$ cat src/sv/counting_sort_offset_index_builder_assert.svh
// Assertion macros for the compressed-row index builder.
// Used by the top level only; needs a clk and rst in scope.
`ifndef COUNTING_SORT_OFFSET_INDEX_BUILDER_ASSERT_SVH
`define COUNTING_SORT_OFFSET_INDEX_BUILDER_ASSERT_SVH
// property that must hold while out of reset
`define CSB_ASSERT(label, prop, msg) \
  label: assert property (@(posedge clk) disable iff (rst) (prop)) else $error(msg);
// implication whose consequent is checked in the cycle after the condition
`define CSB_ASSERT_NEXT(label, cond, prop, msg) \
  label: assert property (@(posedge clk) disable iff (rst) (cond) |=> (prop)) else $error(msg);
`endif

$ cat src/sv/csb_pkg.sv
// Shared constants and types for the compressed-row index builder.
// No dependencies.
package csb_pkg;
  localparam int MaxJoints = 4096;
  localparam int MaxPoints = 8192;
  localparam int JW = $clog2(MaxJoints + 1);
  localparam int PW = $clog2(MaxPoints + 1);
  localparam int JAW = $clog2(MaxJoints + 1);
  localparam int PAW = $clog2(MaxPoints);

  localparam logic [2:0] REQ_APPEND = 3'd0;
  localparam logic [2:0] REQ_BUILD = 3'd1;
  localparam logic [2:0] REQ_READ_ENTRY = 3'd2;
  localparam logic [2:0] REQ_READ_OFFSET = 3'd3;
  localparam logic [2:0] REQ_CLEAR = 3'd4;

  localparam logic [2:0] ST_OK = 3'd0;
  localparam logic [2:0] ST_BUCKET = 3'd1;
  localparam logic [2:0] ST_FULL = 3'd2;
  localparam logic [2:0] ST_INDEX = 3'd3;
  localparam logic [2:0] ST_NOTBUILT = 3'd4;

  typedef struct packed {
    logic [2:0] status;
    logic [31:0] feature;
    logic [15:0] point;
    logic [13:0] value;
  } result_t;
endpackage

$ cat src/sv/csb_ctrl.sv
// Sequencer for appends, clears, reads and the four-pass index build.
// Depends on csb_pkg; drives the three RAMs in the top level.
module csb_ctrl import csb_pkg::*; (
  input  logic clk,
  input  logic rst,
  input  logic cfg_we,
  input  logic [12:0] cfg_joints,
  input  logic in_fire,
  input  logic [2:0] req_type,
  input  logic [31:0] feature_id,
  input  logic [15:0] point_id,
  input  logic [11:0] joint_id,
  input  logic [13:0] read_index,
  output logic busy,
  output logic res_valid,
  output result_t res,
  input  logic res_take,
  output logic raw_we,
  output logic [PAW-1:0] raw_waddr,
  output logic [59:0] raw_wdata,
  output logic [PAW-1:0] raw_raddr,
  input  logic [59:0] raw_rdata,
  output logic off_we,
  output logic [JAW-1:0] off_waddr,
  output logic [13:0] off_wdata,
  output logic [JAW-1:0] off_raddr,
  input  logic [13:0] off_rdata,
  output logic srt_we,
  output logic [PAW-1:0] srt_waddr,
  output logic [47:0] srt_wdata,
  output logic [PAW-1:0] srt_raddr,
  input  logic [47:0] srt_rdata
);
  localparam logic [3:0] S_IDLE = 4'd0;
  localparam logic [3:0] S_CLR = 4'd1;
  localparam logic [3:0] S_CNT = 4'd2;
  localparam logic [3:0] S_SUM = 4'd3;
  localparam logic [3:0] S_SCT = 4'd4;
  localparam logic [3:0] S_RDE = 4'd5;
  localparam logic [3:0] S_RDO = 4'd6;
  localparam logic [3:0] S_FIN = 4'd7;

  logic [3:0] state, state_next;
  logic [PW-1:0] entry_count;
  logic built;
  logic [12:0] nb;
  logic [PW-1:0] idx;
  logic raw_v;
  logic rd_v;
  logic [JAW-1:0] rd_b;
  logic [59:0] rd_e;
  logic fw_v;
  logic [JAW-1:0] fw_b;
  logic [13:0] fw_d;
  logic [13:0] sum, placed;
  logic skipped;
  logic [13:0] cur;
  logic [11:0] rb;
  logic [12:0] cfg_nb;

  assign busy = (state != S_IDLE) || res_valid;
  assign cfg_nb = (cfg_joints == 13'd0) ? 13'd1 :
                  (cfg_joints > 13'(MaxJoints)) ? 13'(MaxJoints) : cfg_joints;
  assign rb = raw_rdata[59:48];
  assign cur = (fw_v && fw_b == rd_b) ? fw_d : off_rdata;

  always_comb begin
    raw_we = 1'b0;
    raw_waddr = entry_count[PAW-1:0];
    raw_wdata = {joint_id, point_id, feature_id};
    raw_raddr = idx[PAW-1:0];
    off_we = 1'b0;
    off_waddr = idx[JAW-1:0];
    off_wdata = 14'd0;
    off_raddr = idx[JAW-1:0];
    srt_we = 1'b0;
    srt_waddr = cur[PAW-1:0];
    srt_wdata = rd_e[47:0];
    srt_raddr = read_index[PAW-1:0];
    state_next = state;
    case (state)
      S_IDLE: begin
        if (in_fire) begin
          if (req_type == REQ_APPEND && {1'b0, joint_id} < nb
              && entry_count < PW'(MaxPoints)) begin
            raw_we = 1'b1;
          end
          if (req_type == REQ_BUILD) begin
            state_next = S_CLR;
          end
          if (req_type == REQ_READ_ENTRY && built && read_index < sum) begin
            state_next = S_RDE;
          end
          if (req_type == REQ_READ_OFFSET && built && {1'b0, read_index} <= {2'b0, nb}) begin
            off_raddr = read_index[JAW-1:0];
            state_next = S_RDO;
          end
        end
      end
      S_CLR: begin
        off_we = 1'b1;
        if (idx == PW'(nb)) begin
          state_next = S_CNT;
        end
      end
      S_CNT, S_SCT: begin
        off_raddr = JAW'({1'b0, rb} + 13'd1);
        if (rd_v && {1'b0, rd_b} <= JAW'(nb) && rd_b != '0) begin
          if (state == S_CNT) begin
            off_we = 1'b1;
            off_waddr = rd_b;
            off_wdata = cur + 14'd1;
          end else begin
            off_we = 1'b1;
            off_waddr = rd_b;
            off_wdata = cur + 14'd1;
            srt_we = 1'b1;
          end
        end
        if (idx == entry_count && !raw_v && !rd_v) begin
          state_next = (state == S_CNT) ? S_SUM : S_FIN;
        end
      end
      S_SUM: begin
        off_raddr = JAW'(idx + 1'b1);
        if (rd_v) begin
          off_we = 1'b1;
          off_waddr = rd_b;
          off_wdata = placed;
        end
        if (idx == PW'(nb) && !rd_v) begin
          state_next = S_SCT;
        end
      end
      S_RDE, S_RDO, S_FIN: state_next = S_IDLE;
      default: state_next = S_IDLE;
    endcase
  end

  always_ff @(posedge clk) begin
    if (rst) begin
      state <= S_IDLE;
      entry_count <= '0;
      built <= 1'b0;
      nb <= 13'(MaxJoints);
      res_valid <= 1'b0;
      idx <= '0;
      raw_v <= 1'b0;
      rd_v <= 1'b0;
      fw_v <= 1'b0;
      sum <= '0;
    end else begin
      state <= state_next;
      if (res_take) begin
        res_valid <= 1'b0;
      end
      if (cfg_we) begin
        nb <= cfg_nb;
        built <= 1'b0;
      end
      fw_v <= off_we;
      fw_b <= off_waddr;
      fw_d <= off_wdata;
      case (state)
        S_IDLE: begin
          idx <= '0;
          raw_v <= 1'b0;
          rd_v <= 1'b0;
          if (in_fire) begin
            res <= '0;
            case (req_type)
              REQ_APPEND: begin
                res.value <= entry_count[13:0];
                if ({1'b0, joint_id} >= nb) begin
                  res.status <= ST_BUCKET;
                  res_valid <= 1'b1;
                end else if (entry_count >= PW'(MaxPoints)) begin
                  res.status <= ST_FULL;
                  res_valid <= 1'b1;
                end else begin
                  entry_count <= entry_count + 1'b1;
                  res.value <= 14'(entry_count + 1'b1);
                  built <= 1'b0;
                  res_valid <= 1'b1;
                end
              end
              REQ_BUILD: begin
                skipped <= 1'b0;
              end
              REQ_READ_ENTRY: begin
                if (!built) begin
                  res.status <= ST_NOTBUILT;
                  res_valid <= 1'b1;
                end else if (read_index >= sum) begin
                  res.status <= ST_INDEX;
                  res_valid <= 1'b1;
                end
              end
              REQ_READ_OFFSET: begin
                if (!built) begin
                  res.status <= ST_NOTBUILT;
                  res_valid <= 1'b1;
                end else if ({1'b0, read_index} > {2'b0, nb}) begin
                  res.status <= ST_INDEX;
                  res_valid <= 1'b1;
                end
              end
              REQ_CLEAR: begin
                entry_count <= '0;
                built <= 1'b0;
                res_valid <= 1'b1;
              end
              default: begin
                res.status <= ST_INDEX;
                res_valid <= 1'b1;
              end
            endcase
          end
        end
        S_CLR: begin
          idx <= (idx == PW'(nb)) ? '0 : idx + 1'b1;
          placed <= '0;
        end
        S_CNT, S_SCT: begin
          raw_v <= (idx != entry_count);
          rd_v <= raw_v;
          rd_b <= JAW'({1'b0, rb} + 13'd1);
          rd_e <= raw_rdata;
          if (idx != entry_count) begin
            idx <= idx + 1'b1;
          end
          if (rd_v && {1'b0, rd_b} > JAW'(nb)) begin
            skipped <= 1'b1;
          end
          if (rd_v && state == S_SCT && {1'b0, rd_b} <= JAW'(nb)) begin
            placed <= placed + 14'd1;
          end
          if (idx == entry_count && !raw_v && !rd_v) begin
            idx <= '0;
            placed <= '0;
          end
        end
        S_SUM: begin
          rd_v <= (idx != PW'(nb));
          rd_b <= JAW'(idx + 1'b1);
          if (idx != PW'(nb)) begin
            idx <= idx + 1'b1;
          end
          if (rd_v) begin
            placed <= placed + cur;
          end
          if (idx == PW'(nb) && !rd_v) begin
            sum <= placed;
            idx <= '0;
            placed <= '0;
          end
        end
        S_RDE: begin
          res.feature <= srt_rdata[31:0];
          res.point <= srt_rdata[47:32];
          res_valid <= 1'b1;
        end
        S_RDO: begin
          res.value <= off_rdata;
          res_valid <= 1'b1;
        end
        S_FIN: begin
          built <= 1'b1;
          res.status <= skipped ? ST_BUCKET : ST_OK;
          res.value <= sum;
          res_valid <= 1'b1;
        end
        default: ;
      endcase
    end
  end
endmodule

$ cat config.mk
export PLATFORM = sky130hd
export DESIGN_NAME = csb_ctrl
export DESIGN_NICKNAME = d
export VERILOG_FILES = /design/src/sv/counting_sort_offset_index_builder_assert.svh /design/src/sv/csb_pkg.sv /design/src/sv/csb_ctrl.sv
export SDC_FILE = /design/constraint.sdc
export NUM_CORES = 1
export LEC_CHECK = 0
export BUFFER_PORTS_ARGS = -buffer_cell sky130_fd_sc_hd__buf_4
export CAP_MARGIN = 15
export CORE_AREA = 3 3 191 193
export CTS_CLUSTER_DIAMETER = 40
export DETAILED_ROUTE_END_ITERATION = 16
export DIE_AREA = 0 0 194 196
export HOLD_SLACK_MARGIN = 0.03
export PLACE_DENSITY = 0.67
export SETUP_SLACK_MARGIN = 0.05
export SYNTH_ARGS = -nofsm -noshare
export SYNTH_HDL_FRONTEND = slang
export SYNTH_SLANG_ARGS = --single-unit
$ cat constraint.sdc
create_clock -name clk -period 7.2 [get_ports clk]
set_input_delay 0.36 -clock clk [delete_from_list [all_inputs] [get_ports clk]]
set_output_delay 0.36 -clock clk [all_outputs]
set_load 0.01 [all_outputs]
==> impl_metrics.ini, run 1 <==
[synth]
ys_seq_area_frac = 0.4356
async_reset_ff_frac = 0
ys.flop_type = edfxtp_1
synth_compound_area_frac = 0.1536
synth_largest_area_cell = edfxtp_1
synth_top_family_by_area = simple AND/OR/NAND/NOR gates
ys_ff_latch = 231
synth_top_area_share = 0.3485
synth.area.top_cells = edfxtp_1 35%, dfxtp_1 8.7%, ha_1 6.2%
post_synth.cell_area_avg_um2 = 9.896
synth_edf_count = 168
synth_fa_ha_area_frac = 0.06983
synthesis.area_um2 = 14480
synth_xor_area_frac = 0.06473
synth.yosys.warnings = 0
syn_inst = 1463
synth_mux_area_frac = 0.02817
syn_nets = 1753
yosysUniqueCellTypes = 82
synth-simple-area-share = 0.1559

[run]
max_cap_viol_count = 0

[place]
port_buffers = 390
hpwl_um = 39670
gp_congestion = 0.9501

[worst_hold_path]
min_to = nb[2]
whs_path_depth = 3
hold_class = input pin to flip-flop
min_from = cfg_joints[2]

[routing]
drtIter0Drc = 1237
postRouteAntennaNets = 0
wire_per_inst_um = 23.32
finalWirelength_um = 52920
vias = 13003
vias_per_cell = 5.731
drtPass1Iterations = 5
post-route-drc-count = 0

[timing]
fin_crit_ps = 4330
setup_tns_ps = 0
hold_ws_ps = 57.43
setup-violations-final = 0
hold_viol_final = 0
max_slew_margin = 0.3274
rsz0062_at_grt = false
maxSlewViolCount = 0
max_freq_ghz = 0.2309
tightest_slew_ps = 1007
finalClockSkew_ps = 17.08
post-route-period-util = 0.6014

[die]
die_area_um2 = 38020
die_y_um = 196
initial_utilization = 0.4171
fp.coreArea_um2 = 34710
die_w_um = 194
num_rows = 68
io_pins = 487

[pwr]
peakVddDrop_mv = 0.1562
combPwrFrac = 0.222
p_int_uw = 3166
clkPwrFrac = 0.427
sw_frac_of_total = 0.2985
leakagePower_uw = 0.007595
pwr-share-seq = 0.351
p_sw_uw = 1347
power.density_nw_per_um2 = 239.2

[global_route]
grt_max_degree = 56
grt.total_usage = 0.2654
grt_antenna_before_repair = 1
grt_pass1_wl_um = 77730
grt_overflow_total = 0
grt_pass1_vias = 12564

[final_layout]
n_fill_cell = 3050
drive_gt1_frac = 0.2857
nNetsFinal = 2072
final_util = 0.5434
area_growth_pct = 30.30

[setup_path]
cpMaxStageDelayCell = edfxtp_1
critical_path.startpoint_type = flip-flop
cp-startpoint = rd_b[0]
crit_arrival_ps = 3970
r2r-start = rd_b[0]
crit_chain = xnor2_1 -> nand4_1 -> nor4_4 -> buf_4 -> mux2_2 -> ha_1 -> nand4_1 -> mux2_2 -> a21oi_1 -> xnor2_1 -> o21ai_0 -> buf_4
worstRegToRegCells = 14
r2r_slack_ps = 3030
crit_required_ps = 6840
crit_path_end_kind = output port
critPathMaxFanout = 34
max_stage_delay_ps = 470
crit_type = flip-flop to output port
r2r_end = placed[12]

[clock_tree]
ctsLongestPathBuffers = 3
clk_pin_slew_ps = 50
tritoncts = done
cts-root-buf = clkbuf_16
clk_latency_ps = 550
cts_buffers = 39
ctsResizeCount = 0
cts.sinks = 231
htree_levels = 2

[run_status]
outcome = finished clean
worst max-delay path, delay by kind of cell, from the launching register on:
kind / cells / cell delay (ps)
and+or+nand+nor: 3 / 650
DFF: 1 / 470
AOI/OAI and AO/OA: 2 / 400
muxes: 2 / 610
buffers and inverters: 2 / 580
adders and majority gates: 1 / 410
xor gates and xnor gates: 2 / 280
power groups by stage:
stage	registers, uW	logic, uW	clock network (uW)
4_1_cts	1580	985	1960
6_report	1580	1000	1930
5_1_grt	1590	1070	2020
3_5_place_dp	1610	957	0
2_1_floorplan	1610	553	0
3_3_place_gp	1610	950	0
per-layer routing:
metal	GRT usage	wire, um	vias up
met4	0.1136	2407	0
met2	0.4459	25140	730
met3	0.07676	5109	161
met1	0.3193	20260	6149
met5	0	0	-
li1	-	-	5963
final cells by class:
type                    count  area (um^2)  area share
inverters                  57        214.0     0.01134
multi-input cells         997         6868      0.3641
clock inverters            28        341.6     0.01811
clock buffers              44         1016     0.05386
repair buffers            456         3547      0.1880
flip-flops and latches    231         6306      0.3343
diodes                      1        2.502   0.0001327
well taps                 455        569.3     0.03018
stage by stage:
step | total power [uW] | setup slack [ps] | cell area (um^2) | cells
6_report | 4513 | 2870 | 18860 | 2269
5_1_grt | 4685 | 2554 | 18860 | 2269
4_1_cts | 4525 | 2881 | 18840 | 2266
3_5_place_dp | 2566 | 3082 | 17010 | 2146
3_3_place_gp | 2558 | 3174 | 17010 | 2146
2_1_floorplan | 2164 | 3369 | 14480 | 1463
cell families (layout without fill, tap and decap cells):
kind of cell / count (synthesis) / in the layout
AO/OA/AOI/OAI: 338 / 338
XOR/XNOR: 107 / 107
adder cells (fa/ha/maj): 82 / 82
buffers and inverters: 235 / 585
flip-flops: 231 / 231
multiplexers: 39 / 39
other: 0 / 1
AND/OR/NAND/NOR: 431 / 431
state kept, by name (all words and copies together), names as in the netlist, 3 cells and up:
| register | flops |
|---|---|
| sum | 14 |
| res | 65 |
| rd_b | 13 |
| placed | 14 |
| fw_d | 14 |
| state | 3 |
| entry_count | 14 |
| nb | 13 |
| fw_b | 13 |
| rd_e | 48 |
| idx | 14 |
layout by cell type, fill, tap and decap left out, drive strengths merged, types with 63 or more instances in the layout:
| master | synthesis | layout |
|---|---|---|
| o21ai | 67 | 67 |
| nand2 | 125 | 125 |
| dfxtp | 63 | 63 |
| a21oi | 90 | 90 |
| inv | 54 | 67 |
| edfxtp | 168 | 168 |
| buf | 129 | 408 |
| ha | 72 | 72 |
| xor2 | 64 | 64 |
| and2 | 63 | 63 |
cell usage after synthesis, types with 5 or more instances:
cell type / number
a211oi_1: 6
nand2b_1: 9
clkbuf_1: 49
and3_1: 23
xor2_1: 64
nand3_1: 57
dfxtp_1: 63
ha_1: 72
mux2i_1: 25
and4_1: 6
or3_1: 13
xnor2_1: 43
mux2_2: 14
a31oi_1: 13
inv_1: 53
o211ai_1: 19
o2111ai_1: 14
buf_4: 110
buf_1: 7
maj3_1: 9
a21o_1: 10
nor4_1: 16
a21boi_0: 5
nand2_1: 125
a2bb2oi_1: 21
o21ai_0: 64
o22ai_1: 31
and2_1: 61
o21a_1: 12
a21oi_1: 90
nor2_1: 45
nor3_1: 14
edfxtp_1: 168
buf_2: 8
nand4_1: 38
worst max path at each step:
| stage | to | slack [ps] |
|---|---|---|
| finish | off_wdata[12] | 2870 |
| CTS | off_wdata[12] | 2880 |
| global route | off_wdata[12] | 2550 |
| global placement | placed[12] | 3170 |
| floorplan | placed[13] | 3370 |
| detailed placement | placed[12] | 3080 |
repair_timing:
action	CTS	global route
hold buffers	48	0
endpoints found under the hold margin	48	0
setup buffers	0	0
(Power assumes the default switching activity.)
==> run 2, diff against run 1 <==
- ABC_AREA: not set -> 1
- CORE_AREA: 3 3 191 193 -> 3 3 189 191
- DIE_AREA: 0 0 194 196 -> 0 0 192 194
- PLACE_DENSITY: 0.67 -> 0.7
- clock period: 7.2 -> 4.4 ns (I/O delays scaled with it)
==> run 2 against run 1 <==
Effect of this change: utilization is 3.8 points higher; non-clock buffer count is 63 higher; design area is 5.6% higher; cell count is 22% higher; total power is 100% higher; synthesized cell count is 29% higher; global-route usage is 4.9 points higher; wire length is 16% higher; worst hold slack worse by 20 ps; worst setup slack worse by 2500 ps; critical endpoint is now off_raddr[11]; largest power group is now sequential cells.
==> impl_metrics.ini, run 2 <==
[global_route]
gr-usage-met3 = 0.07015
gr-usage-met2 = 0.4909
grt_pass1_vias = 14744
grt_max_degree = 52
grt_pass1_wl_um = 89130
grt_overflow_total = 0
busiest_layer = met2
grt.total_usage = 0.3149
use_met1 = 0.3921
grt_antenna_before_repair = 6

[clock_tree]
cts.sinks = 231
ctsResizeCount = 0
cts-root-buf = clkbuf_16
tritoncts = done
clk_latency_ps = 530
htree_levels = 2
clk_pin_slew_ps = 50
cts_buffers = 40
ctsLongestPathBuffers = 3

[timing]
hold_viol_final = 0
worst_slack_ps = 325.8
rsz0062_at_grt = false
tightest_slew_ps = 1053
fin_crit_ps = 4074
max_freq_ghz = 0.2454
post-route-period-util = 0.9259
setup_tns_ps = 0
max_slew_margin = 0.2953
hold_ws_ps = 37.65
finalClockSkew_ps = 15.21
maxSlewViolCount = 0
setup-violations-final = 0

[routing]
wire_per_inst_um = 22.09
post-route-drc-count = 0
vias = 15144
finalWirelength_um = 61310
drtPass1Iterations = 6
postRouteAntennaNets = 0
drtIter0Drc = 1377
vias_per_cell = 5.455

[final_layout]
largest-register = res
final_cell_mix = 451 x nand2_1, 419 x buf_4, 212 x inv_1
final_util = 0.5811
reg_top3 = res (65), rd_e (48)
area_growth_pct = 34.31
final_common_cell = nand2_1
largest_reg_flops = 65
nNetsFinal = 2577
drive_gt1_frac = 0.2401
n_fill_cell = 3046

[worst_hold_path]
whs_path_depth = 3
hold_class = input pin to flip-flop

[pwr]
p_int_uw = 5941
pwr-share-seq = 0.349
clkPwrFrac = 0.348
combPwrFrac = 0.303
sw_frac_of_total = 0.3459
power.density_nw_per_um2 = 455.9
p_total_uw = 9083
peakVddDrop_mv = 0.3289
p_sw_uw = 3142
leakagePower_uw = 0.009012

[setup_path]
max_stage_delay_ps = 740
crit_required_ps = 4180
crit_chain = inv_2 -> ha_1 -> nand4_1 -> nor3_1 -> nand4_1 -> nand2_1 -> nand3_1 -> o21ai_0 -> nand4_1 -> buf_4
crit_type = flip-flop to output port
critical_path.startpoint_type = flip-flop
crit_arrival_ps = 3850
crit_path_end_kind = output port
worstRegToRegCells = 18
critPathMaxFanout = 26
path_common_cell = nand4_1
cpMaxStageDelayCell = o21ai_0

[synth]
post_synth.cell_area_avg_um2 = 7.865
synthesis.area_um2 = 14830
synth.area.top_cells = edfxtp_1 34%, nand2_1 11%, dfxtp_1 8.5%
synthTopCellsByCount = 452 x nand2_1, 212 x inv_1, 168 x edfxtp_1
synth.yosys.warnings = 0
synth.most_common_cell = nand2_1
synth_top_area_share = 0.3401
yosysUniqueCellTypes = 49
syn_inst = 1886
async_reset_ff_frac = 0
synth_edf_count = 168
ys.flop_type = edfxtp_1
synth_largest_area_cell = edfxtp_1
syn_nets = 2176
ys_seq_area_frac = 0.4251
ys_ff_latch = 231

[place]
port_buffers = 390
gp_congestion = 1.025
post-place-ws_ps = 770.2
hpwl_um = 46150

[die]
die_y_um = 194
io_pins = 487
die_w_um = 192
die_area_um2 = 37250
initial_utilization = 0.4326
num_rows = 68
fp.coreArea_um2 = 34290

[run]
max_cap_viol_count = 0

[run_status]
outcome = finished clean
-- run 2: stage by stage --
step	area, um^2	std cells
2_1_floorplan	14830	1886
3_3_place_gp	17540	2600
3_5_place_dp	17540	2600
4_1_cts	19910	2771
5_1_grt	19920	2775
6_report	19920	2776
-- run 2: worst paths after layout --
path / startpoint / endpoint / slack (ps)
worst max-delay path: nb[12] / off_raddr[11] / 330
worst min-delay path: srt_rdata[7] / res[37] / 40
worst min register to register: nb[1] / nb[1] / 490
worst max register to register: rd_b[12] / placed[13] / 680
-- run 2: logic make-up after synthesis --
family	count (synthesis)	synth area share
AND/OR/NAND/NOR	834	0.2421
buffers and inverters	400	0.1302
AO/OA/AOI/OAI	303	0.1140
flip-flops	231	0.4251
adder cells (fa/ha/maj)	73	0.06208
XOR/XNOR	45	0.02657
-- run 2: power by group through the flow --
stage	Sequential [uW]	Combinational, uW	Clock, uW
2_1_floorplan	3240	1340	0
3_3_place_gp	3170	2600	0
3_5_place_dp	3190	2620	0
4_1_cts	3150	2710	3190
5_1_grt	3200	2980	3310
6_report	3170	2750	3160
-- run 2: layout make-up --
cell class | instances | area [um^2] | area share
timing repair buffer | 519 | 4146 | 0.2081
tap | 455 | 569.3 | 0.02857
sequential | 231 | 6306 | 0.3165
multi-input combinational | 1255 | 6623 | 0.3324
antenna | 5 | 12.51 | 0.0006280
inverter | 240 | 900.9 | 0.04521
clock inverter | 27 | 307.8 | 0.01545
clock buffer | 44 | 1059 | 0.05313
-- run 2: repair_timing --
item	in CTS	in global routing
setup buffers	0	0
hold endpoints to repair	100	0
hold buffers	100	0
-- run 2: per-layer routing --
layer	up-vias	part of all wire
li1	6997	-
met1	6950	0.38
met2	934	0.44
met3	261	0.11
met4	2	0.072
met5	-	0.00026
-- run 2: critical path: cells and delay by family, from the launching register on --
| kind | cells | cell delay (ps) |
|---|---|---|
| compound gates | 1 | 740 |
| fa+ha+maj | 1 | 320 |
| buf+inv | 2 | 340 |
| flops | 1 | 490 |
| simple gates | 6 | 1450 |
==> run 3, diff against run 2 <==
- CORE_AREA: 3 3 189 191 -> 3 3 191 193
- DIE_AREA: 0 0 192 194 -> 0 0 194 196
- PLACE_DENSITY: 0.7 -> 0.69
==> run 3 against run 2 <==
Effect of this change: sequential share of layout area rose by 0.074 points; cell count decreased by 0.11%; non-clock buffer count rose by 1; worst setup slack improved by 180 ps.
==> impl_metrics.ini, run 3 (synthesized netlist as in run 2, its figures left out) <==
[die]
die_y_um = 196
initial_utilization = 0.4273
num_rows = 68
fp.coreArea_um2 = 34710
io_pins = 487
die_area_um2 = 38020
die_w_um = 194

[clock_tree]
cts_buffers = 40
clk_pin_slew_ps = 60
tritoncts = done
cts_setup_buffers = 0
cts-root-buf = clkbuf_16
htree_levels = 2
ctsLongestPathBuffers = 3
cts.sinks = 231
clk_latency_ps = 540

[routing]
postRouteAntennaNets = 0
drtIter0Drc = 1542
vias_per_cell = 5.420
post-route-drc-count = 0
finalWirelength_um = 59560
wire_per_inst_um = 21.48
drtPass1Iterations = 6
vias = 15030

[timing]
max_freq_ghz = 0.2566
setup_tns_ps = 0
hold_viol_final = 0
max_slew_margin = 0.3137
worst_slack_ps = 502.5
setup-violations-final = 0
post-route-period-util = 0.8858
finalClockSkew_ps = 20.36
tightest_slew_ps = 1026
fin_crit_ps = 3898
rsz0062_at_grt = false
maxSlewViolCount = 0

[final_layout]
final_cell_mix = 451 x nand2_1, 417 x buf_4, 212 x inv_1
largest-register = res
drive_gt1_frac = 0.2373
n_antenna_cell = 0
largest_reg_flops = 65
nNetsFinal = 2578
final_util = 0.5726
area_growth_pct = 34.00
fin_cells = 2773
final_common_cell = nand2_1
reg_top3 = res (65), rd_e (48)

[place]
gp_congestion = 0.9810
post-place-ws_ps = 760.0
place_inst = 2598
hpwl_um = 45030
port_buffers = 390

[global_route]
grt_pass1_wl_um = 88120
grt_antenna_before_repair = 0
grt.total_usage = 0.2993
grt_overflow_total = 0
grt_max_degree = 51
grt_pass1_vias = 14314

[setup_path]
crit_arrival_ps = 3680
crit_required_ps = 4180
critical_path.startpoint_type = flip-flop
crit_path_end_kind = output port
critPathMaxFanout = 14
crit_type = flip-flop to output port

[pwr]
power.density_nw_per_um2 = 451.5
clkPwrFrac = 0.344
p_sw_uw = 3126
combPwrFrac = 0.304
leakagePower_uw = 0.008988
p_int_uw = 5849
pwr-share-seq = 0.352
sw_frac_of_total = 0.3483
p_total_uw = 8975
peakVddDrop_mv = 0.3057

[run]
max_cap_viol_count = 0

[worst_hold_path]
hold_class = input pin to flip-flop

[run_status]
outcome = finished clean
==> run 3: cell types whose count changed in the layout (fill, tap and decap cells not counted), sizes merged <==
cell         previous run  this run
buf                   419       417
diode                   5         0
inv                   250       246
bufinv                  4         3
dlygate4sd3           100       103
clkinvlp                5         4
clkinv                  8        13
clkbuf                 44        46
==> run 3: timing repair <==
item / in CTS / in global routing
resized for setup: 0 / 0
hold endpoints to repair: 103 / 0
hold buffers: 103 / 0
==> run 3: cell type report <==
type | count | area (um^2)
fill | 3080 | 14840
multi-input combinational | 1255 | 6623
sequential | 231 | 6306
timing repair buffer | 520 | 4161
clock buffer | 46 | 1055
inverter | 240 | 900.9
tap | 455 | 569.3
clock inverter | 26 | 262.8
==> run 3: metal layers <==
metal	track usage	wire, um
met1	0.3838	23660
met2	0.4938	27370
met3	0.06474	5899
met4	0.1221	2633
met5	0	0
==> run 3: per-stage QoR <==
| stage | hold slack, ps | area (um^2) |
|---|---|---|
| 2_1_floorplan | 318.9 | 14830 |
| 3_3_place_gp | 398.4 | 17530 |
| 3_5_place_dp | 399.5 | 17530 |
| 4_1_cts | 30.61 | 19880 |
| 5_1_grt | 42.06 | 19880 |
| 6_report | 24.62 | 19880 |
==> run 3: worst paths after layout <==
kind	start	depth (start not counted)	endpoint	slack [ps]
min reg2reg	nb[1]	2	nb[1]	490
min	srt_rdata[7]	3	res[37]	20
max reg2reg	rd_b[5]	18	placed[13]	690
max	rd_b[5]	15	off_wdata[8]	500
==> run 3: worst max-delay path, stage by stage (launching register included) <==
cell,delay (ps)
edfxtp_1,500
nand2_1,150
nand2_1,60
nor2_1,80
nand2_1,100
nor2_4,340
nand2_2,290
o21ai_2,330
inv_1,160
ha_1,320
nand3_1,160
nor2_1,90
nand2_1,70
nand2_1,50
o21ai_1,250
buf_4,180
==> run 3: power groups by stage <==
stage	clock network (uW)	logic [uW]	registers [uW]
CTS	3110	2690	3150
detailed placement	0	2600	3190
global route	3220	2940	3200
floorplan	0	1340	3240
global placement	0	2580	3180
finish	3090	2730	3160
